==> src/rtl/core/dnfa_pkg.sv <==
// shared types, constants and helper functions of the distinct non-negative filter
// depends on nothing; every other file of the block imports it
`default_nettype none

package dnfa_pkg;

  localparam int SAMPLE_W   = 32;
  localparam int VALUE_W    = 31;
  localparam int COUNT_W    = 16;
  localparam int SUM_W      = 47;
  localparam int AVG_W      = 31;
  localparam int TREE_FANIN = 16;

  localparam logic [COUNT_W-1:0] COUNT_MAX = {COUNT_W{1'b1}};

  typedef enum logic [1:0] {
    CMD_SAMPLE  = 2'd0,
    CMD_END_SET = 2'd1,
    CMD_REPORT  = 2'd2
  } cmd_e;

  typedef enum logic [1:0] {
    ST_OK        = 2'd0,
    ST_NEGATIVE  = 2'd1,
    ST_DUPLICATE = 2'd2,
    ST_FULL      = 2'd3
  } status_e;

  typedef struct packed {
    cmd_e                       command;
    logic signed [SAMPLE_W-1:0] sample_value;
  } in_req_t;

  typedef struct packed {
    logic               kept;
    status_e            status;
    logic [COUNT_W-1:0] total_count;
    logic [AVG_W-1:0]   average;
  } out_rsp_t;

  // node count of one level of the hit reduction tree
  function automatic int tree_nodes(int n, int lvl);
    int k;
    k = n;
    for (int i = 0; i < lvl; i++) begin
      k = (k + TREE_FANIN - 1) / TREE_FANIN;
    end
    return k;
  endfunction

  // register levels needed to reduce n hits to one
  function automatic int tree_levels(int n);
    int k;
    int l;
    k = n;
    l = 0;
    while (k > 1) begin
      k = (k + TREE_FANIN - 1) / TREE_FANIN;
      l++;
    end
    return l;
  endfunction

endpackage

`default_nettype wire

==> src/rtl/core/dnfa_hit_tree.sv <==
// registered or-reduction tree over the per-cell match flags
// each tree level is registered; uses dnfa_pkg
`default_nettype none

module dnfa_hit_tree
  import dnfa_pkg::*;
#(
  parameter int N = 256
) (
  input  wire logic         clk_i,
  input  wire logic [N-1:0] hits_i,
  output logic              any_o
);

  localparam int LEVELS = tree_levels(N);

  logic [N-1:0] lvl [LEVELS+1];

  assign lvl[0] = hits_i;

  for (genvar l = 1; l <= LEVELS; l++) begin : g_level
    localparam int PREV  = tree_nodes(N, l - 1);
    localparam int NODES = tree_nodes(N, l);
    for (genvar j = 0; j < N; j++) begin : g_node
      if (j < NODES) begin : g_or
        localparam int LO = j * TREE_FANIN;
        localparam int GW = (PREV - LO < TREE_FANIN) ? PREV - LO : TREE_FANIN;
        logic node_q;
        always_ff @(posedge clk_i) begin
          node_q <= |lvl[l-1][LO +: GW];
        end
        assign lvl[l][j] = node_q;
      end else begin : g_unused
        assign lvl[l][j] = 1'b0;
      end
    end
  end

  assign any_o = lvl[LEVELS][0];

endmodule

`default_nettype wire

==> config.mk <==
export PLATFORM = sky130hd
export DESIGN_NAME = dnfa_hit_tree
export DESIGN_NICKNAME = d
export VERILOG_FILES = /design/src/rtl/core/dnfa_pkg.sv /design/src/rtl/core/dnfa_hit_tree.sv
export SDC_FILE = /design/constraint.sdc
export NUM_CORES = 1
export LEC_CHECK = 0
export BUFFER_PORTS_ARGS = -buffer_cell sky130_fd_sc_hd__clkbuf_2
export CAP_MARGIN = 20
export CORE_AREA = 3 3 99 101
export CTS_CLUSTER_SIZE = 40
export DETAILED_ROUTE_END_ITERATION = 7
export DIE_AREA = 0 0 102 104
export SYNTH_ARGS = -nofsm -noshare
export SYNTH_HDL_FRONTEND = slang
export SYNTH_SLANG_ARGS = --single-unit
==> constraint.sdc <==
create_clock -name clk_i -period 1.66 [get_ports clk_i]
set_input_delay 0.249 -clock clk_i [delete_from_list [all_inputs] [get_ports clk_i]]
set_output_delay 0.249 -clock clk_i [all_outputs]
set_load 0.01 [all_outputs]
==> out/results.tsv <==
stage	metric	value	unit
clock_tree	cts_buffers	3	
clock_tree	cts_resized	0	
hold_path	hp-class	in2reg	
worst_setup_path	rr_startpoint	g_level[1].g_node[13].g_or.node_q$_DFF_P_	
placed_design	port_buffers	257	
synth	syn_area_per_cell	8.550	um2
floorplan	fp.dieArea	10610	um2
synth	syn_area	872.1	um2
route	drt-initial-drc-count	33	
worst_setup_path	r2r_slack	600	ps
route	vias	1994	
finish	finalCoreUtilization	25.71	%
global_routing	busiest_layer	met2	
sta	slew_violations	0	
finish	area.growth.synth_to_final	168.6	%
worst_setup_path	reg2reg_to	any_o$_DFF_P_	
finish	layout_commonest_cell	clkbuf_2	
route	drtAntennaViolNets	0	
route	wirelength	6206	um
global_routing	track_usage	10.12	%
power	p_total	1.058	mW
sta	max_freq	0.9425	GHz
synth	ys_warn_count	0	
clock_tree	clock-sinks	17	
sta	tightest_slew	514.2	ps
worst_setup_path	critPathKind	reg2reg	
finish	nNetsFinal	621	
status	status	finished, final reports clean	
placed_design	dp_slack	532.5	ps
hold_path	whs_path_depth	3	
sta	slew_headroom	65.40	%
placed_design	dp_hpwl	5919	um
clock_tree	clock_latency	250	ps
finish	fillers	1015	
floorplan	initial_utilization	9.574	%
global_routing	grt_util_met3	2.482	%
sta	finalSetupTns	0	ps
finish	drive_gt1_share	71.63	%
synth	synth_nets	359	
clock_tree	clk_pin_slew_worst_paths	70	ps
floorplan	die_width	102	um
clock_tree	hold_buffers	0	
clock_tree	post_cts_buffers	0	
sta	fin_crit_sh	63.91	%
synth	yosysUniqueCellTypes	3	
sta	fin_crit	1061	ps
sta	timing_hold_violations_final	0	
clock_tree	clockRootBuffer	clkbuf_8	
clock_tree	clock_path_buffers	2	
synth	synth_seq_cells	17	
global_routing	antenna_found_initial	0	
route	drc	0	
placed_design	place_congestion	0.8240	
hold_path	min_to	g_level[1].g_node[2].g_or.node_q$_DFF_P_	
clock_tree	cts_tree	done	
hold_path	worstHoldStart	hits_i[46]	
sta	worst_slack	599.0	ps
sta	rsz0062_at_grt	false	
finish	layout_common_cells	257 x clkbuf_2, 68 x nor4_1, 17 x nand4_1, 17 x dfxtp_1, 3 x clkbuf_8	
route	drtPass1Iterations	4	
global_routing	grt_util_met2	19.31	%
worst_setup_path	start_kind	flop	
route	vias_per_cell	4.207	
power	p_per_area	451.5	nW/um2
global_routing	grt_pass1_wl	8424	um
global_routing	grt.overflow.total	0	
clock_tree	htree_num_levels	1	
global_routing	grt_max_degree	10	
route	routedWlPerCell	13.09	um
worst_setup_path	cp_max_fo	1	
synth	syn_inst	102	
floorplan	rows	35	
synth	synth_seq_area_share	39.02	%
worst_setup_path	required	1770	ps
floorplan	ioPinCount	258	
power	p_leak	1.260	nW
floorplan	die_h	104	um
sta	setup_viol	0	
worst_setup_path	arrival	1170	ps
power	irDropWorstVdd	263.2	uV
global_routing	first_global_vias	1978	
worst_setup_path	worstSetupEndpointType	flop	
worst_setup_path	reg2regPathDepth	2	
floorplan	core	9109	um2
sta	fin_skew	3.083	ps
global_routing	globalRouteMet1Util	11.15	%
run	maxCapViolations	0	
finish	antenna_cells	0	
## cell type report
class,instances,area (um2),area share (%)
Clock buffer,4,45.04,1.923
Multi-Input combinational cell,85,531.8,22.70
Sequential cell,17,340.3,14.53
Tap cell,111,138.9,5.929
Timing Repair Buffer,257,1286,54.91
## cells by family (layout without fill, tap and decap cells)
family / Yosys count / after routing / share of synthesized area, %
buffers and inverters: 0 / 261 / 0
flip-flops: 17 / 17 / 39.02
AND/OR/NAND/NOR: 85 / 85 / 60.98
## worst max-delay path by stage
| stage | end | slack [ps] | cells after the start | startpoint |
|---|---|---|---|---|
| after floorplan | any_o$_DFF_P_ | 900 | 2 | g_level[1].g_node[2].g_or.node_q$_DFF_P_ |
| after CTS | any_o$_DFF_P_ | 520 | 2 | g_level[1].g_node[9].g_or.node_q$_DFF_P_ |
| after global routing | any_o$_DFF_P_ | 490 | 2 | g_level[1].g_node[2].g_or.node_q$_DFF_P_ |
| final | any_o$_DFF_P_ | 600 | 2 | g_level[1].g_node[13].g_or.node_q$_DFF_P_ |
| after detailed placement | any_o$_DFF_P_ | 530 | 2 | g_level[1].g_node[9].g_or.node_q$_DFF_P_ |
| after global placement | any_o$_DFF_P_ | 410 | 2 | g_level[1].g_node[9].g_or.node_q$_DFF_P_ |
## critical path, stage by stage, from the launching register on
cell     delay (ps)
dfxtp_1         310
nor4_1          480
nand4_1         140
## synthesized netlist by cell type (all sizes together)
| library cell | n | area (um2) |
|---|---|---|
| nand4 | 17 | 106.4 |
| dfxtp | 17 | 340.3 |
| nor4 | 68 | 425.4 |
## layer usage
metal,vias to the layer above,wire length [um]
li1,997,-
met1,845,2198
met2,150,3248
met3,2,718
met4,0,41
met5,-,0
## flip-flops by register name (all words and copies together), names as in the netlist
signal,cells
g_level.g_node.g_or.node_q,16
any_o,1
## where the power goes
| part | internal [mW] | leakage [nW] | switching (mW) |
|---|---|---|---|
| Combinational | 0.229 | 1.10 | 0.105 |
| Sequential | 0.408 | 0.138 | 0.00000267 |
| Clock | 0.170 | 0.0228 | 0.146 |
## stage by stage
step | std cells | hold slack (ps) | cell area (um2)
floorplan | 102 | 352.4 | 872.1
detailed placement | 470 | 453.0 | 2297
global placement | 470 | 438.1 | 2297
CTS | 474 | 190.7 | 2342
finish | 474 | 194.9 | 2342
global route | 474 | 189.3 | 2342
No activity file was read; power rests on OpenSTA's default activity.
