==> config.mk <==
export PLATFORM = sky130hd
export DESIGN_NAME = dnfa_divider
export DESIGN_NICKNAME = d
export VERILOG_FILES = /design/src/rtl/core/dnfa_pkg.sv /design/src/rtl/core/dnfa_divider.sv
export SDC_FILE = /design/constraint.sdc
export NUM_CORES = 1
export LEC_CHECK = 0
export BUFFER_PORTS_ARGS = -buffer_cell sky130_fd_sc_hd__buf_2
export CORE_ASPECT_RATIO = 0.5
export CORE_MARGIN = 2
export CORE_UTILIZATION = 57
export CTS_CLUSTER_DIAMETER = 150
export DETAILED_ROUTE_END_ITERATION = 7
export PLACE_DENSITY = 0.87
export SETUP_SLACK_MARGIN = 0.4
export SYNTH_ARGS = -nofsm -noshare
export SYNTH_HDL_FRONTEND = slang
export SYNTH_SLANG_ARGS = --single-unit
==> constraint.sdc <==
create_clock -name clk_i -period 4.11 [get_ports clk_i]
set_clock_uncertainty 0.05 [all_clocks]
set_input_delay 0 -clock clk_i [delete_from_list [all_inputs] [get_ports clk_i]]
set_output_delay 0 -clock clk_i [all_outputs]
set_load 0.005 [all_outputs]
==> src/rtl/core/dnfa_pkg.sv <==
// shared types, constants and helper functions of the distinct non-negative filter
// depends on nothing; every other file of the block imports it
`default_nettype none

package dnfa_pkg;

  localparam int SAMPLE_W   = 32;
  localparam int VALUE_W    = 31;
  localparam int COUNT_W    = 16;
  localparam int SUM_W      = 47;
  localparam int AVG_W      = 31;
  localparam int TREE_FANIN = 16;

  localparam logic [COUNT_W-1:0] COUNT_MAX = {COUNT_W{1'b1}};

  typedef enum logic [1:0] {
    CMD_SAMPLE  = 2'd0,
    CMD_END_SET = 2'd1,
    CMD_REPORT  = 2'd2
  } cmd_e;

  typedef enum logic [1:0] {
    ST_OK        = 2'd0,
    ST_NEGATIVE  = 2'd1,
    ST_DUPLICATE = 2'd2,
    ST_FULL      = 2'd3
  } status_e;

  typedef struct packed {
    cmd_e                       command;
    logic signed [SAMPLE_W-1:0] sample_value;
  } in_req_t;

  typedef struct packed {
    logic               kept;
    status_e            status;
    logic [COUNT_W-1:0] total_count;
    logic [AVG_W-1:0]   average;
  } out_rsp_t;

  // node count of one level of the hit reduction tree
  function automatic int tree_nodes(int n, int lvl);
    int k;
    k = n;
    for (int i = 0; i < lvl; i++) begin
      k = (k + TREE_FANIN - 1) / TREE_FANIN;
    end
    return k;
  endfunction

  // register levels needed to reduce n hits to one
  function automatic int tree_levels(int n);
    int k;
    int l;
    k = n;
    l = 0;
    while (k > 1) begin
      k = (k + TREE_FANIN - 1) / TREE_FANIN;
      l++;
    end
    return l;
  endfunction

endpackage

`default_nettype wire

==> src/rtl/core/dnfa_divider.sv <==
// restoring divider, one quotient bit per cycle, for the report average
// uses dnfa_pkg for the sum and count widths
`default_nettype none

module dnfa_divider
  import dnfa_pkg::*;
(
  input  wire logic               clk_i,
  input  wire logic               rst_ni,
  input  wire logic               start_i,
  input  wire logic [SUM_W-1:0]   dividend_i,
  input  wire logic [COUNT_W-1:0] divisor_i,
  output logic                    busy_o,
  output logic      [SUM_W-1:0]   quotient_o
);

  localparam int STEP_W = $clog2(SUM_W);

  logic               busy_q;
  logic [STEP_W-1:0]  step_q;
  logic [COUNT_W-1:0] rem_q;
  logic [COUNT_W-1:0] div_q;
  logic [SUM_W-1:0]   quo_q;
  logic [COUNT_W:0]   trial;
  logic [COUNT_W:0]   diff;
  logic               fits;

  assign trial = {rem_q, quo_q[SUM_W-1]};
  assign diff  = trial - {1'b0, div_q};
  assign fits  = trial >= {1'b0, div_q};

  always_ff @(posedge clk_i or negedge rst_ni) begin
    if (!rst_ni) begin
      busy_q <= 1'b0;
      step_q <= '0;
    end else if (start_i) begin
      busy_q <= 1'b1;
      step_q <= STEP_W'(SUM_W - 1);
    end else if (busy_q) begin
      if (step_q == '0) begin
        busy_q <= 1'b0;
      end else begin
        step_q <= step_q - 1'b1;
      end
    end
  end

  always_ff @(posedge clk_i) begin
    if (start_i) begin
      quo_q <= dividend_i;
      rem_q <= '0;
      div_q <= divisor_i;
    end else if (busy_q) begin
      rem_q <= fits ? diff[COUNT_W-1:0] : trial[COUNT_W-1:0];
      quo_q <= {quo_q[SUM_W-2:0], fits};
    end
  end

  assign busy_o     = busy_q;
  assign quotient_o = quo_q;

endmodule

`default_nettype wire

==> impl_metrics.tcl, run 1 <==
set metrics [dict create \
    r2r_setup_slack_ns 1.43 \
    drv_cap 0 \
    clk_pin_slew_worst_paths_ns 0.07 \
    grt_overflow 0 \
    crit_type "reg -> reg" \
    grt_pass1_vias 3449 \
    crit_path_frequent_cell "a21oi_1" \
    cpMaxStageDelayCell "fa_1" \
    drt_first_pass_iters 5 \
    antenna_found_initial 0 \
    setup_slack_ns 1.43 \
    syn_nets 440 \
    crit_path_end "rem_q[12]" \
    die_w_um 127 \
    path_cells "inv_1 -> ha_1 -> fa_1 -> nand2b_1 -> a21oi_1 -> or3_1 -> a21oi_1 -> o21bai_1 -> xor2_1 -> mux2i_1 -> a211oi_1" \
    ys_ff_latch 86 \
    grt_usage_pct 27.0 \
    initial_core_util_pct 58.9 \
    r2r_start "quotient_o[46]" \
    yosys.cell_count.top_type "edfxtp_1" \
    irDropWorstVdd_mv 0.251 \
    io_pins 114 \
    vias 3449 \
    synthArstFlopShare_pct 8.14 \
    combPwrFrac_pct 14.7 \
    final-seq-area_mm2 0.00239 \
    coreArea_mm2 0.00732 \
    worstPathArrival_ns 2.88 \
    finalSetupViolCount 0 \
    viasPerCell 5.47 \
    drtIter0Drc 364 \
    synth_top_area_cell "edfxtp_1" \
    p_per_area_mw_per_mm2 360 \
    status "completed" \
    cts_tree "yes" \
    power.switching_uw 522 \
    yosysSeqAreaShare_pct 55.4 \
    tightest_slew_ns 1.09 \
    synth.distinct_cells 47 \
    avgSynthCellArea_um2 12.1 \
    fmax_mhz 373 \
    dpl.hpwl_um 5570 \
    drive_above_1_share_pct 34.2 \
    clk-insertion-delay-late_ns 0.34 \
    synthSimpleGateAreaFrac_pct 8.21 \
    multi_input_area_mm2 0.00177 \
    fillCellCount 363 \
    worstRegToRegCells 11 \
    hold_buffers 65 \
    synth_common_cells "edfxtp_1 (63), mux2_2 (46), nor2_1 (34)" \
    final-max-slew-violation-count 0 \
    postSynthCellCount 355 \
    relSlewSlack_pct 27.2 \
    synthMuxAreaShare_pct 13.4 \
    dp_cells 550 \
    synthFlopType "edfxtp_1" \
    crit_path_max_incr_delay_ns 0.42 \
    fin_nets 615 \
    synth_compound_area_share_pct 10.1 \
    seq_power_share_pct 49.3 \
    area_delta_synth_final_pct 36.2 \
    grt_max_degree 90 \
    ys_warn_count 0 \
    antenna_left 0 \
    stdcell_count 631 \
    cp-startpoint "quotient_o[46]" \
    post-route-period-util_pct 65.3 \
    synth-xor-area-share_pct 3.66 \
    required_ns 4.31 \
    postCtsSetupBuffers 0 \
    ctsResizeCount 0 \
    end_kind "flop" \
    drc 0 \
    cts_made_buffers 9 \
    gp_congestion 0.813 \
    dieArea_mm2 0.00832 \
    grt_first_pass_wirelength_um 17100 \
    hold_violations 0 \
    clk_path_buf_depth 2 \
    fp-row-count 22 \
    wl_per_cell_um 17.1 \
    layout_min_cycle_time_ns 2.68 \
    synthAdderAreaFrac_pct 5.69 \
    htreeDepth 3 \
    post-place-ws_ns 1.60 \
    hold_class "in -> reg" \
    reg2reg_to "rem_q[12]" \
    yosys.area.top_type_share_pct 43.9 \
    synthTopCellsByArea "edfxtp_1 (44%), mux2_2 (12%), dfxtp_1 (7.4%)" \
    insertedDiodeCount 0 \
    wl_um 10800 \
    synth_top_family_by_area "multiplexers" \
    syn-cell-area_mm2 0.00431 \
    worst_setup_path_start_kind "flop" \
    rsz0062_at_grt "no" \
    p_leak_uw 0.00257 \
    root_buffer "clkbuf_16" \
    p_sw_share_pct 24.7 \
    crit_fanout 3 \
    internal_power_uw 1590 \
    power_frac_clock_pct 36.0 \
    synth_edf_count 63 \
    finalSetupTns_ns 0 \
    clock_sinks 86 \
    io_buffers 113 \
    die_h_um 65.5 \
]
## flip-flops by register name (all words and copies together), names as in the netlist
| signal | flops |
|---|---|
| step_q | 6 |
| quotient_o | 47 |
| busy_o | 1 |
| rem_q | 16 |
| div_q | 16 |
## per-layer routing
metal	wire length [µm]	vias up	share of wire (%)	GRT usage, %
li1	-	1638	-	-
met1	4480	1642	42	32.4
met2	5480	151	51	47.9
met3	614	18	5.7	7.49
met4	206	0	1.9	9.07
met5	0	-	0	0
## area by class of cell
| type | count | area share [%] |
|---|---|---|
| inverter | 21 | 1.34 |
| timing repair buffer | 181 | 21.1 |
| multi-input combinational | 231 | 30.1 |
| sequential | 86 | 40.7 |
| clock inverter | 6 | 0.788 |
| tap | 96 | 2.05 |
| clock buffer | 10 | 3.90 |
## cell usage in the layout, fill, tap and decap left out, types with 6 or more instances in the layout
cell	count
o21ai_0	7
nand2b_1	9
nor2_1	34
dfrtp_1	7
dlygate4sd3_1	65
buf_2	112
xor2_1	9
mux2i_1	6
dfxtp_1	16
clkbuf_16	9
mux2_2	46
ha_1	18
a211oi_1	13
inv_1	21
edfxtp_1	63
xnor2_1	9
nand2_1	16
a21oi_1	24
## cells by family (layout without fill, tap and decap cells)
| group | count (synthesis) | in the layout |
|---|---|---|
| DFF | 86 | 86 |
| and+or+nand+nor | 77 | 77 |
| AOI/OAI and AO/OA | 65 | 65 |
| muxes | 52 | 52 |
| buffers and inverters | 38 | 218 |
| adders and majority gates | 19 | 19 |
| xor gates and xnor gates | 18 | 18 |
## metrics by stage
step	instance area, µm²	total power [µW]	utilization [%]	hold slack, ns
global route	5870	2200	80.2	0.318
floorplan	4310	1190	-	-0.346
finish	5870	2120	80.2	0.313
global placement	4950	1290	67.5	-0.211
detailed placement	4950	1300	67.5	-0.211
CTS	5870	2100	80.2	0.301
## power groups by stage
| stage | logic (µW) | clock network (µW) | registers, µW |
|---|---|---|---|
| after floorplan | 135 | 0 | 1060 |
| after global placement | 237 | 0 | 1050 |
| after detailed placement | 245 | 0 | 1060 |
| after CTS | 296 | 769 | 1040 |
| after global routing | 334 | 811 | 1050 |
| final | 310 | 762 | 1040 |
## worst max-delay path, delay by kind of cell, from the launching register on
family / cells / cell delay (ns)
compound gates: 4 / 0.77
flops: 1 / 0.41
mux: 1 / 0.09
buf+inv: 1 / 0.07
simple gates: 2 / 0.36
fa+ha+maj: 2 / 0.66
xor+xnor: 1 / 0.17
## how the worst min path moves through the flow
stage | start | to | slack, ns | cells after the start
3_3_place_gp | rst_ni | step_q[5] | -0.21 | 1
2_1_floorplan | rst_ni | busy_o | -0.35 | 0
6_report | divisor_i[4] | div_q[4] | 0.31 | 2
3_5_place_dp | rst_ni | step_q[5] | -0.21 | 1
4_1_cts | divisor_i[3] | div_q[3] | 0.30 | 2
5_1_grt | divisor_i[4] | div_q[4] | 0.32 | 2
Note: power is estimated with default switching activity, not from simulation.
==> inputs of run 2 (changes only) <==
Settings changed: CORE_UTILIZATION 57 to 48, PLACE_DENSITY 0.87 to 0.79.
Clock period 4.11 ns to 2.3 ns, I/O delays scaled along.
==> impl_metrics.tcl, run 2 (same netlist as run 1, synthesis figures left out) <==
set metrics [dict create \
    status "finished with violations" \
    violations "setup timing" \
    initial_core_util_pct 49.5 \
    grt_use_met2_pct 38.3 \
    hold_class "in -> reg" \
    cp-startpoint "rem_q[1]" \
    vias 3358 \
    worstPathArrival_ns 2.58 \
    fmax_mhz 423 \
    io_buffers 113 \
    tightest_slew_ns 1.08 \
    clk_path_buf_depth 2 \
    hp-start "start_i" \
    drc 0 \
    clk-insertion-delay-late_ns 0.34 \
    multi_input_area_mm2 0.00201 \
    irDropWorstVdd_mv 0.498 \
    use_met1_pct 24.7 \
    final-max-slew-violation-count 0 \
    finalSetupViolCount 5 \
    drv_cap 0 \
    required_ns 2.52 \
    met3_usage_pct 5.62 \
    final_cell_mix "buf_2 (112), dlygate4sd3_1 (65), edfxtp_1 (63), mux2_2 (46), nor2_1 (33)" \
    post-route-period-util_pct 103 \
    root_buffer "clkbuf_16" \
    path_cells "ha_4 -> o211ai_4 -> a21oi_4 -> o21ai_2 -> a31oi_2 -> o31ai_4 -> buf_12 -> mux2i_1 -> mux2i_1 -> nor2_1" \
    hold_violations 0 \
    whs_path_depth 3 \
    design_area_mm2 0.00628 \
    end_kind "flop" \
    crit_path_frequent_cell "mux2i_1" \
    dieArea_mm2 0.00980 \
    fin_nets 629 \
    grt_usage_pct 21.2 \
    insertedDiodeCount 0 \
    cpMaxStageDelayCell "dfxtp_1" \
    relSlewSlack_pct 28.1 \
    drt_first_pass_iters 4 \
    largest_reg_flops 47 \
    p_leak_uw 0.00265 \
    layout_min_cycle_time_ns 2.36 \
    worst_setup_path_start_kind "flop" \
    clk_pin_slew_worst_paths_ns 0.07 \
    wl_per_cell_um 15.4 \
    clock_sinks 86 \
    worstRegToRegCells 10 \
    coreArea_mm2 0.00871 \
    placed_cell_area_mm2 0.00513 \
    layout.cells.most_common "buf_2" \
    drtIter0Drc 215 \
    crit_path_max_incr_delay_ns 0.42 \
    fillCellCount 560 \
    cts_made_buffers 9 \
    rsz0062_at_grt "yes" \
    crit_fanout 16 \
    antenna_left 0 \
    cts_tree "yes" \
    grt_overflow 0 \
    final-seq-area_mm2 0.00239 \
    crit_type "reg -> reg" \
    viasPerCell 5.04 \
    grt_pass1_vias 3504 \
    design_power_total_uw 3830 \
    hold_ws_ns 0.167 \
    r2r_start "rem_q[1]" \
    area_delta_synth_final_pct 45.7 \
    grt_max_degree 90 \
    gp_congestion 0.795 \
    die_w_um 138 \
    htreeDepth 3 \
    p_per_area_mw_per_mm2 609 \
    io_pins 114 \
    wl_um 10300 \
    fp-row-count 24 \
    grt.busiest_layer "met2" \
    drive_above_1_share_pct 42.6 \
    setup_slack_ns -0.0613 \
    final_core_util_pct 72.1 \
    die_h_um 71.0 \
    dpl.hpwl_um 5700 \
    finalSetupTns_ns -0.0883 \
    antenna_found_initial 0 \
    grt_first_pass_wirelength_um 16500 \
]
==> run 2: cell count changes in the layout (fill, tap and decap cells not counted), moves of 3 or more <==
cell / change
a21oi_2: +7
inv_1: -5
a21oi_1: -10
buf_4: +9
ha_4: +7
inv_2: +5
a21oi_4: +3
ha_1: -9
==> run 2: critical path: cells and delay by family (launching register included) <==
family | cells | cell delay (ns)
adder cells (fa/ha/maj) | 1 | 0.26
multiplexers | 2 | 0.33
AND/OR/NAND/NOR | 1 | 0.11
buffers and inverters | 1 | 0.20
AO/OA/AOI/OAI | 5 | 0.92
flip-flops | 1 | 0.42
==> run 2: worst paths after layout <==
check	end	slack, ns
worst min-delay path	step_q[4]	0.17
max in group asynchronous	step_q[1]	1.35
worst max register to register	rem_q[1]	-0.06
min in group asynchronous	step_q[4]	0.59
worst min register to register	rem_q[10]	0.47
worst max-delay path	rem_q[1]	-0.06
==> run 2: layout make-up <==
class                           instances  area share (%)
Sequential cell                        86            38.0
Multi-Input combinational cell        231            32.0
Timing Repair Buffer                  195            22.1
Clock buffer                            9            3.59
Tap cell                              117            2.33
Inverter                               21            1.25
Clock inverter                          7           0.777
==> run 2: per-stage QoR <==
stage	std cells	setup slack [ns]
2_1_floorplan	355	0.108
3_3_place_gp	577	0.0525
3_5_place_dp	577	-0.0245
4_1_cts	661	0.0679
5_1_grt	666	-0.200
6_report	666	-0.0613
==> run 2: power breakdown <==
part / internal (µW) / switching (µW) / leakage (µW)
registers: 1800 / 64.9 / 0.000859
logic: 359 / 257 / 0.00166
clock network: 732 / 615 / 0.000127
==> run 2: timing repair <==
action / CTS / global route
buffers inserted: 2 / 5
gates cloned: 1 / 0
pin swaps: 8 / 8
hold buffers: 65 / 0
resized for setup: 14 / 23
endpoints found under the hold margin: 70 / 0
endpoints found under the setup margin: 18 / 18
==> run 2: metal layers <==
layer	vias up	part of all wire, %
met5	-	0
met4	0	2.4
met3	21	3.9
met2	87	51
met1	1588	43
li1	1662	-
