**src/rtl/core/dnfa_pkg.sv**
```systemverilog
// shared types, constants and helper functions of the distinct non-negative filter
// depends on nothing; every other file of the block imports it
`default_nettype none

package dnfa_pkg;

  localparam int SAMPLE_W   = 32;
  localparam int VALUE_W    = 31;
  localparam int COUNT_W    = 16;
  localparam int SUM_W      = 47;
  localparam int AVG_W      = 31;
  localparam int TREE_FANIN = 16;

  localparam logic [COUNT_W-1:0] COUNT_MAX = {COUNT_W{1'b1}};

  typedef enum logic [1:0] {
    CMD_SAMPLE  = 2'd0,
    CMD_END_SET = 2'd1,
    CMD_REPORT  = 2'd2
  } cmd_e;

  typedef enum logic [1:0] {
    ST_OK        = 2'd0,
    ST_NEGATIVE  = 2'd1,
    ST_DUPLICATE = 2'd2,
    ST_FULL      = 2'd3
  } status_e;

  typedef struct packed {
    cmd_e                       command;
    logic signed [SAMPLE_W-1:0] sample_value;
  } in_req_t;

  typedef struct packed {
    logic               kept;
    status_e            status;
    logic [COUNT_W-1:0] total_count;
    logic [AVG_W-1:0]   average;
  } out_rsp_t;

  // node count of one level of the hit reduction tree
  function automatic int tree_nodes(int n, int lvl);
    int k;
    k = n;
    for (int i = 0; i < lvl; i++) begin
      k = (k + TREE_FANIN - 1) / TREE_FANIN;
    end
    return k;
  endfunction

  // register levels needed to reduce n hits to one
  function automatic int tree_levels(int n);
    int k;
    int l;
    k = n;
    l = 0;
    while (k > 1) begin
      k = (k + TREE_FANIN - 1) / TREE_FANIN;
      l++;
    end
    return l;
  endfunction

endpackage

`default_nettype wire

```
**src/rtl/core/dnfa_cell.sv**
```systemverilog
// one table cell: holds a stored value, hands it to the next cell on insert
// and flags a registered match against the probe; uses dnfa_pkg
`default_nettype none

module dnfa_cell
  import dnfa_pkg::*;
#(
  parameter int IDX    = 0,
  parameter int FILL_W = 9
) (
  input  wire logic               clk_i,
  input  wire logic               shift_i,
  input  wire logic [VALUE_W-1:0] prev_i,
  input  wire logic [VALUE_W-1:0] probe_i,
  input  wire logic [FILL_W-1:0]  fill_i,
  output logic      [VALUE_W-1:0] value_o,
  output logic                    hit_o
);

  logic [VALUE_W-1:0] value_q;
  logic               hit_q;
  logic               live;

  // entry is occupied when its position is below the fill count
  assign live = fill_i > FILL_W'(IDX);

  always_ff @(posedge clk_i) begin
    if (shift_i) begin
      value_q <= prev_i;
    end
    hit_q <= live && (value_q == probe_i);
  end

  assign value_o = value_q;
  assign hit_o   = hit_q;

endmodule

`default_nettype wire

```
**config.mk**
```make
export PLATFORM = sky130hd
export DESIGN_NAME = dnfa_cell
export DESIGN_NICKNAME = d
export VERILOG_FILES = /design/src/rtl/core/dnfa_pkg.sv /design/src/rtl/core/dnfa_cell.sv
export SDC_FILE = /design/constraint.sdc
export NUM_CORES = 1
export LEC_CHECK = 0
export BUFFER_PORTS_ARGS = -buffer_cell sky130_fd_sc_hd__buf_2
export CAP_MARGIN = 20
export CORE_MARGIN = 5
export CORE_UTILIZATION = 35
export DETAILED_ROUTE_END_ITERATION = 8
export PLACE_DENSITY_LB_ADDON = 0.15
export SETUP_SLACK_MARGIN = 0.15
export SKIP_LAST_GASP = 1
export SYNTH_ARGS = -nofsm -noshare
export SYNTH_HDL_FRONTEND = slang
export SYNTH_SLANG_ARGS = --single-unit
```
**constraint.sdc**
```tcl
create_clock -name clk_i -period 2.1 [get_ports clk_i]
set_input_delay 0.21 -clock clk_i [delete_from_list [all_inputs] [get_ports clk_i]]
set_output_delay 0.21 -clock clk_i [all_outputs]
set_load 0.005 [all_outputs]
```
==> flow_summary_export.csv, run 1 <==
group,metric,value,unit
clocking,cts_sinks,32,
layout,final_common_cell,"buf_2",
timing,hold_viol,0,
die,initial_core_util,36.09,%
timing,fin_ws,758.2,ps
flow_run,maxCapViolations,0,
layout,nNetsFinal,262,
synthesis,yosysTopAreaCell,"edfxtp_1",
pwr,p_leak,0.0008849,uW
critical_path,reg2reg_slack,760,ps
timing,skew,4.545,ps
synthesis,syn_nets,151,
timing,relSlewSlack,54.61,%
die,chipWidth,71.44,microns
min_path,hold_path.class,"in -> reg",
clocking,cts_resized,0,
critical_path,critPathRequiredTime,2290,ps
global_route,grt_max_degree,32,
synthesis,synth-seq-area-share,71.97,%
timing,tightest_slew,680.8,ps
critical_path,cp.arrival,1530,ps
detailed_routing,drt-vias-per-instance,4.384,
global_route,gr-usage-all-layers,12.62,%
layout,final_cell_mix,"104 x buf_2, 31 x edfxtp_1, 23 x xor2_1",
synthesis,synthCells,78,
global_route,grt_remaining_overflow,0,
clocking,cts_max_path_buffers,2,
placed_design,port_buffers,104,
global_route,grt_pass1_vias,1106,
timing,setup_viol,0,
timing,whs,106.7,ps
critical_path,cp-start-kind,"register",
clocking,htree_levels,2,
timing,setup-tns-final,0,ps
placed_design,gp_congestion,0.7750,
detailed_routing,dr.pass1.iters,4,
clocking,postCtsSetupBuffers,0,
critical_path,endpoint_kind,"register",
timing,rsz0062_at_grt,"false",
clocking,cts_root_buf,"clkbuf_8",
pwr,peakVddDrop,0.4953,mV
synthesis,synth_cell_type_count,10,
placed_design,pre_cts_slack,760.8,ps
global_route,grt_first_pass_wirelength,4.878,mm
clocking,clk_latency,270,ps
detailed_routing,wl_per_cell,13.59,microns
synthesis,synth_top_area_share,70.45,%
layout,n_antenna_cell,0,
clocking,numCtsBuffers,5,
detailed_routing,drc,0,
synthesis,synth_area,1321,sq um
detailed_routing,wirelength,3.220,mm
clocking,cts_tree,"done",
timing,layout_min_cycle_time,1342,ps
clocking,clkTransAtPathRegs,60,ps
critical_path,worstSetupPathType,"reg -> reg",
timing,fmax,745.2,MHz
die,io_pins,105,
die,core,3661,sq um
detailed_routing,num_vias,1039,
die,die_area,5104,sq um
clocking,ctsHoldBuffers,0,
run_status,outcome,"completed",
die,num_rows,22,
die,die_y,71.44,microns
global_route,antenna_found_initial,0,
layout,drive_gt1_share,58.73,%
synthesis,netlist_top_cells_area,"edfxtp_1 70%, xor2_1 15%, xnor2_1 5.3%",
detailed_routing,antenna_left,0,
pwr,p_total,1400,uW
timing,slew_viol_final,0,
synthesis,avgSynthCellArea,16.94,sq um
timing,fin_crit_sh,63.90,%
detailed_routing,drt_iter0_drc,28,
layout,syn_to_final_growth,49.72,%
synthesis,ys_ff_latch,32,
critical_path,cp_max_fo,2,
pwr,power_density,707.8,nW/um^2
placed_design,dp_hpwl,2.675,mm
synthesis,yosysWarnings,0,
==> flip-flops by register name, indices dropped and copies added (netlist names) <==
register	flops
value_o	31
hit_o	1
==> Yosys cell counts <==
cell and n:
nand3_1 2, nand4_1 3, nor4_1 5, nor2_1 1, edfxtp_1 31, xnor2_1 8, nor3_1 2, nor4_2 2
dfxtp_1 1, xor2_1 23
==> where the power goes <==
group / internal (uW) / switching [uW]
Sequential: 758 / 30.0
Combinational: 115 / 84.7
Clock: 218 / 195
Total: 1090 / 310
==> critical path, cell delays in order, from the launching register on <==
cell and delay [ps]:
edfxtp_1 410, xor2_1 160, nor4_1 380, nand4_1 170
nor4_2 140
==> metrics by stage <==
stage	std cells	utilization (%)	cell area (sq um)
finish	237	54.03	1978
global route	237	54.03	1978
CTS	237	54.03	1978
detailed placement	230	51.95	1902
global placement	230	51.95	1902
floorplan	78	-	1321
==> per-layer routing <==
layer / vias up / global-route usage [%] / share of wire [%]
met5: - / 0 / 0
met4: 0 / 4.384 / 1.3
met3: 6 / 6.452 / 11
met2: 58 / 21.63 / 52
met1: 465 / 13.30 / 36
li1: 510 / - / -
==> area by class of cell <==
class / instances / area, sq um
clock buffers: 5 / 68.82
clock inverters: 2 / 7.507
fillers: 327 / 1683
multi-input cells: 46 / 370.4
flip-flops and latches: 32 / 950.9
well taps: 48 / 60.06
repair buffers: 104 / 520.5
==> worst paths after layout <==
kind	start	end	cells past startpoint
min	prev_i[27]	value_o[27]$_DFFE_PP_	1
max reg2reg	value_o[29]$_DFFE_PP_	hit_o$_DFF_P_	4
max	value_o[29]$_DFFE_PP_	hit_o$_DFF_P_	4
min reg2reg	value_o[20]$_DFFE_PP_	hit_o$_DFF_P_	3
==> cell families (layout without fill, tap and decap cells) <==
family                 Yosys count  count (layout)  synth area share, %
XOR/XNOR                        31              31                20.55
buffers and inverters            0             111                    0
AND/OR/NAND/NOR                 15              15                7.481
flip-flops                      32              32                71.97
Power figures use the tool's default switching activity.
==> run 2, diff against run 1 <==
- clock period: 2.1 -> 1.4 ns (I/O delays scaled with it)
==> run 2 against run 1 <==
  * Clock-buffer cell count increased by 2
  * Non-clock buffer count increased by 1
  * Wire length grew 0.50%
  * Setup slack worse by 610 ps
  * Final cell count is 0.84% higher
  * Critical path depth unchanged
  * Register-to-register slack worse by 610 ps
  * Critical path type unchanged
==> flow_summary_export.csv, run 2 (synthesis results as in run 1) <==
group,metric,value,unit
global_route,grt_first_pass_wirelength,5.064,mm
global_route,grt_busiest_layer,"met2",
critical_path,critPathMaxStageDelay,400,ps
global_route,gr-usage-all-layers,12.95,%
clocking,clkTransAtPathRegs,60,ps
run_status,outcome,"completed",
critical_path,reg2reg_slack,150,ps
die,die_area,5104,sq um
timing,rsz0062_at_grt,"true",
clocking,cts_tree,"done",
layout,syn_to_final_growth,52.94,%
timing,fin_crit_sh,89.17,%
global_route,gr-usage-met3,5.610,%
global_route,grt_max_degree,23,
critical_path,endpoint_kind,"register",
global_route,grt_remaining_overflow,0,
critical_path,critPathSlowestCell,"edfxtp_1",
global_route,grt_util_met1,14.30,%
timing,fin_ws,151.7,ps
layout,final_cell_mix,"104 x buf_2, 31 x edfxtp_1, 23 x xor2_1",
layout,largest_reg_flops,31,
timing,tightest_slew,278.0,ps
pwr,peakVddDrop,0.6973,mV
timing,fmax,801.1,MHz
die,chipWidth,71.44,microns
min_path,hold_path.class,"in -> reg",
timing,hold_viol,0,
timing,layout_min_cycle_time,1248,ps
critical_path,reg2reg_to,"hit_o$_DFF_P_",
clocking,clk_latency,280,ps
critical_path,cp.arrival,1440,ps
clocking,cts_root_buf,"clkbuf_8",
detailed_routing,wirelength,3.236,mm
detailed_routing,drc,0,
layout,n_antenna_cell,0,
detailed_routing,dr.pass1.iters,3,
critical_path,worstRegToRegCells,4,
placed_design,gp_congestion,0.7681,
pwr,p_leak,0.0008965,uW
die,initial_core_util,36.09,%
timing,skew,2.873,ps
placed_design,port_buffers,104,
placed_design,pre_cts_slack,83.56,ps
flow_run,maxCapViolations,0,
layout,nNetsFinal,263,
clocking,cts_sinks,32,
global_route,met2_usage,22.24,%
detailed_routing,num_vias,1045,
clocking,numCtsBuffers,5,
timing,setup-tns-final,0,ps
timing,relSlewSlack,81.47,%
die,num_rows,22,
critical_path,crit_end,"hit_o$_DFF_P_",
placed_design,dp_hpwl,2.658,mm
critical_path,critPathRequiredTime,1590,ps
timing,slew_viol_final,0,
critical_path,worstSetupPathType,"reg -> reg",
detailed_routing,drt-vias-per-instance,4.372,
layout,drive_gt1_share,60.21,%
detailed_routing,antenna_left,0,
critical_path,cp_max_fo,2,
pwr,power_density,1063,nW/um^2
global_route,antenna_found_initial,0,
die,io_pins,105,
timing,setup_viol,0,
critical_path,reg2reg_from,"value_o[29]$_DFFE_PP_",
critical_path,startpoint,"value_o[29]$_DFFE_PP_",
global_route,grt_pass1_vias,1120,
detailed_routing,wl_per_cell,13.54,microns
die,core,3661,sq um
layout,final_common_cell,"buf_2",
clocking,cts_max_path_buffers,2,
clocking,ctsHoldBuffers,0,
clocking,htree_levels,2,
critical_path,cp_common_cell,"nor4_2",
critical_path,cp-start-kind,"register",
die,die_y,71.44,microns
critical_path,crit_chain,"xor2_1, nor4_2, nand4_1, nor4_2",
detailed_routing,drt_iter0_drc,23,
run 2: through the flow:
step           total power (uW)  std cells  utilization [%]  hold WS (ps)  cell area, sq um
3_5_place_dp               1513        231            52.49         318.1              1922
6_report                   2149        239            55.19         33.88              2021
5_1_grt                    2272        239            55.19         15.98              2021
2_1_floorplan              1299         78                -         238.9              1321
3_3_place_gp               1504        231            52.49         316.8              1922
4_1_cts                    2176        239            54.85         24.63              2008
run 2: final cells by class:
type / count / area (sq um)
fillers: 337 / 1640
clock inverters: 1 / 3.754
flip-flops and latches: 32 / 950.9
well taps: 48 / 60.06
multi-input cells: 46 / 389.1
repair buffers: 105 / 540.5
clock buffers: 7 / 76.32
run 2: how the worst min path moves through the flow:
| stage | slack (ps) | startpoint | end | depth (start not counted) |
|---|---|---|---|---|
| finish | 30 | prev_i[10] | value_o[10]$_DFFE_PP_ | 1 |
| global route | 20 | prev_i[10] | value_o[10]$_DFFE_PP_ | 1 |
| CTS | 20 | prev_i[28] | value_o[28]$_DFFE_PP_ | 1 |
| detailed placement | 320 | prev_i[17] | value_o[17]$_DFFE_PP_ | 1 |
| global placement | 320 | prev_i[0] | value_o[0]$_DFFE_PP_ | 1 |
| floorplan | 240 | prev_i[0] | value_o[0]$_DFFE_PP_ | 0 |
run 2: layer usage:
layer | up-vias | routed length [microns] | part of all wire [%]
met3 | 7 | 322 | 10
met5 | - | 0 | 0
met4 | 0 | 39 | 1.2
met1 | 467 | 1196 | 37
met2 | 56 | 1677 | 52
li1 | 515 | - | -
run 2: what timing repair did:
item,CTS,global route
pin swaps,1,1
resized for setup,1,2
endpoints found under the setup margin,1,1
setup buffers,0,0
run 2: critical path: cells and delay by family, from the launching register on:
family           cells  cell delay [ps]
XOR/XNOR             1              160
flip-flops           1              400
AND/OR/NAND/NOR      3              600
run 2: report_power, final:
part,internal [uW],leakage (uW),total (uW),switching [uW]
clock network,345,0.0000399,651,306
logic,181,0.000545,318,138
registers,1140,0.000311,1180,43.7
==> run 3, diff against run 2 <==
- CELL_PAD_IN_SITES_DETAIL_PLACEMENT: not set -> 2
- CELL_PAD_IN_SITES_GLOBAL_PLACEMENT: not set -> 2
- CORE_UTILIZATION: 35 -> 23
==> run 3 against run 2 <==
  * Sequential share of layout area shrank 1.1 points
  * Largest cell class unchanged
  * Fmax shrank 2.1%
  * First-iteration DRC count grew 96%
==> flow_summary_export.csv, run 3 (synthesis results as in run 1) <==
group,metric,value,unit
detailed_routing,drt_iter0_drc,45,
pwr,power_density,1081,nW/um^2
die,die_y,85.80,microns
clocking,cts_tree,"done",
timing,fmax,784.0,MHz
timing,hold_viol,0,
pwr,peakVddDrop,0.4805,mV
critical_path,worstSetupPathType,"reg -> reg",
detailed_routing,wirelength,4.277,mm
placed_design,gp_congestion,0.7887,
pwr,p_leak,0.0009069,uW
clocking,cts_root_buf,"clkbuf_8",
critical_path,cp_common_cell,"nor4_2",
critical_path,critPathRequiredTime,1590,ps
global_route,gr-usage-all-layers,11.53,%
global_route,grt_first_pass_wirelength,6.465,mm
layout,final_common_cell,"buf_2",
placed_design,port_buffers,104,
die,die_area,7361,sq um
die,core,5540,sq um
clocking,clkTransAtPathRegs,70,ps
layout,finalNonFillerCells,264,
global_route,antenna_found_initial,0,
timing,relSlewSlack,81.85,%
clocking,clk_latency,270,ps
critical_path,cp-start-kind,"register",
global_route,met2_usage,21.19,%
critical_path,endpoint_kind,"register",
timing,rsz0062_at_grt,"true",
timing,setup-tns-final,0,ps
timing,setup_viol,0,
layout,drive_gt1_share,60.94,%
layout,syn_to_final_growth,56.53,%
die,num_rows,27,
critical_path,crit_chain,"xor2_1, nor4_2, nand4_1, nor4_2",
die,chipWidth,85.80,microns
placed_design,dp_hpwl,3.630,mm
critical_path,cp.arrival,1460,ps
clocking,numCtsBuffers,5,
clocking,cts_max_path_buffers,2,
detailed_routing,dr.pass1.iters,3,
clocking,htree_levels,2,
critical_path,critPathMaxStageDelay,400,ps
critical_path,critical_path_buf_inv_count,0,
timing,slew_viol_final,0,
detailed_routing,wl_per_cell,16.20,microns
detailed_routing,drt-vias-per-instance,4.068,
global_route,grt_remaining_overflow,0,
timing,fin_crit_sh,91.11,%
timing,layout_min_cycle_time,1276,ps
min_path,hold_path.class,"in -> reg",
die,initial_core_util,23.85,%
placed_design,dp_cells,255,
flow_run,maxCapViolations,0,
detailed_routing,num_vias,1074,
clocking,ctsHoldBuffers,0,
layout,nNetsFinal,264,
critical_path,path_delay_family,"simple AND/OR/NAND/NOR gates",
global_route,grt_busiest_layer,"met2",
global_route,grt_util_met1,12.72,%
critical_path,critPathSlowestCell,"edfxtp_1",
global_route,grt_max_degree,32,
run_status,outcome,"completed",
layout,n_antenna_cell,0,
layout,largest_reg_flops,31,
clocking,cts_sinks,32,
timing,skew,1.085,ps
timing,tightest_slew,270.0,ps
global_route,gr-usage-met3,2.882,%
layout,final_cell_mix,"104 x buf_2, 31 x edfxtp_1, 23 x xor2_1",
detailed_routing,antenna_left,0,
detailed_routing,drc,0,
critical_path,cp_max_fo,2,
global_route,grt_pass1_vias,1260,
die,io_pins,105,
run 3: what timing repair did:
action,4_1_cts,5_1_grt
pin swaps,0,3
setup endpoints to repair,1,1
gates resized for setup,3,0
buffers inserted,0,1
run 3: report_power, final:
group / total [uW] / switching (uW) / internal [uW]
logic: 333 / 149 / 184
registers: 1180 / 45.9 / 1140
clock network: 721 / 320 / 401
run 3: path summary, 6_finish.rpt:
kind | endpoint | slack [ps] | cells past startpoint | start
max reg2reg | hit_o$_DFF_P_ | 120 | 4 | value_o[10]$_DFFE_PP_
min reg2reg | hit_o$_DFF_P_ | 630 | 3 | value_o[30]$_DFFE_PP_
max | hit_o$_DFF_P_ | 120 | 4 | value_o[10]$_DFFE_PP_
min | value_o[26]$_DFFE_PP_ | 40 | 1 | prev_i[26]
run 3: metrics by stage:
| stage | hold WS (ps) | total power, uW | cell area (sq um) | util (%) | worst slack, ps |
|---|---|---|---|---|---|
| 2_1_floorplan | 238.9 | 1299 | 1321 | - | 210.8 |
| 3_3_place_gp | 316.9 | 1511 | 1952 | 35.23 | 45.73 |
| 3_5_place_dp | 318.4 | 1533 | 1952 | 35.23 | 29.41 |
| 4_1_cts | 27.44 | 2276 | 2061 | 37.20 | 76.72 |
| 5_1_grt | 18.78 | 2359 | 2068 | 37.33 | 27.71 |
| 6_report | 40.11 | 2235 | 2068 | 37.33 | 124.4 |
run 3: cell type report:
cell class                      instances  area [sq um]
Clock buffer                            8         90.09
Sequential cell                        32         950.9
Fill cell                             617          3472
Multi-Input combinational cell         46         389.1
Timing Repair Buffer                  106         548.0
Tap cell                               72         90.09
run 3: routing by layer:
| layer | up-vias | routed length, microns |
|---|---|---|
| met5 | - | 0 |
| met4 | 0 | 40 |
| met3 | 2 | 294 |
| met2 | 49 | 2420 |
| met1 | 509 | 1521 |
| li1 | 514 | - |
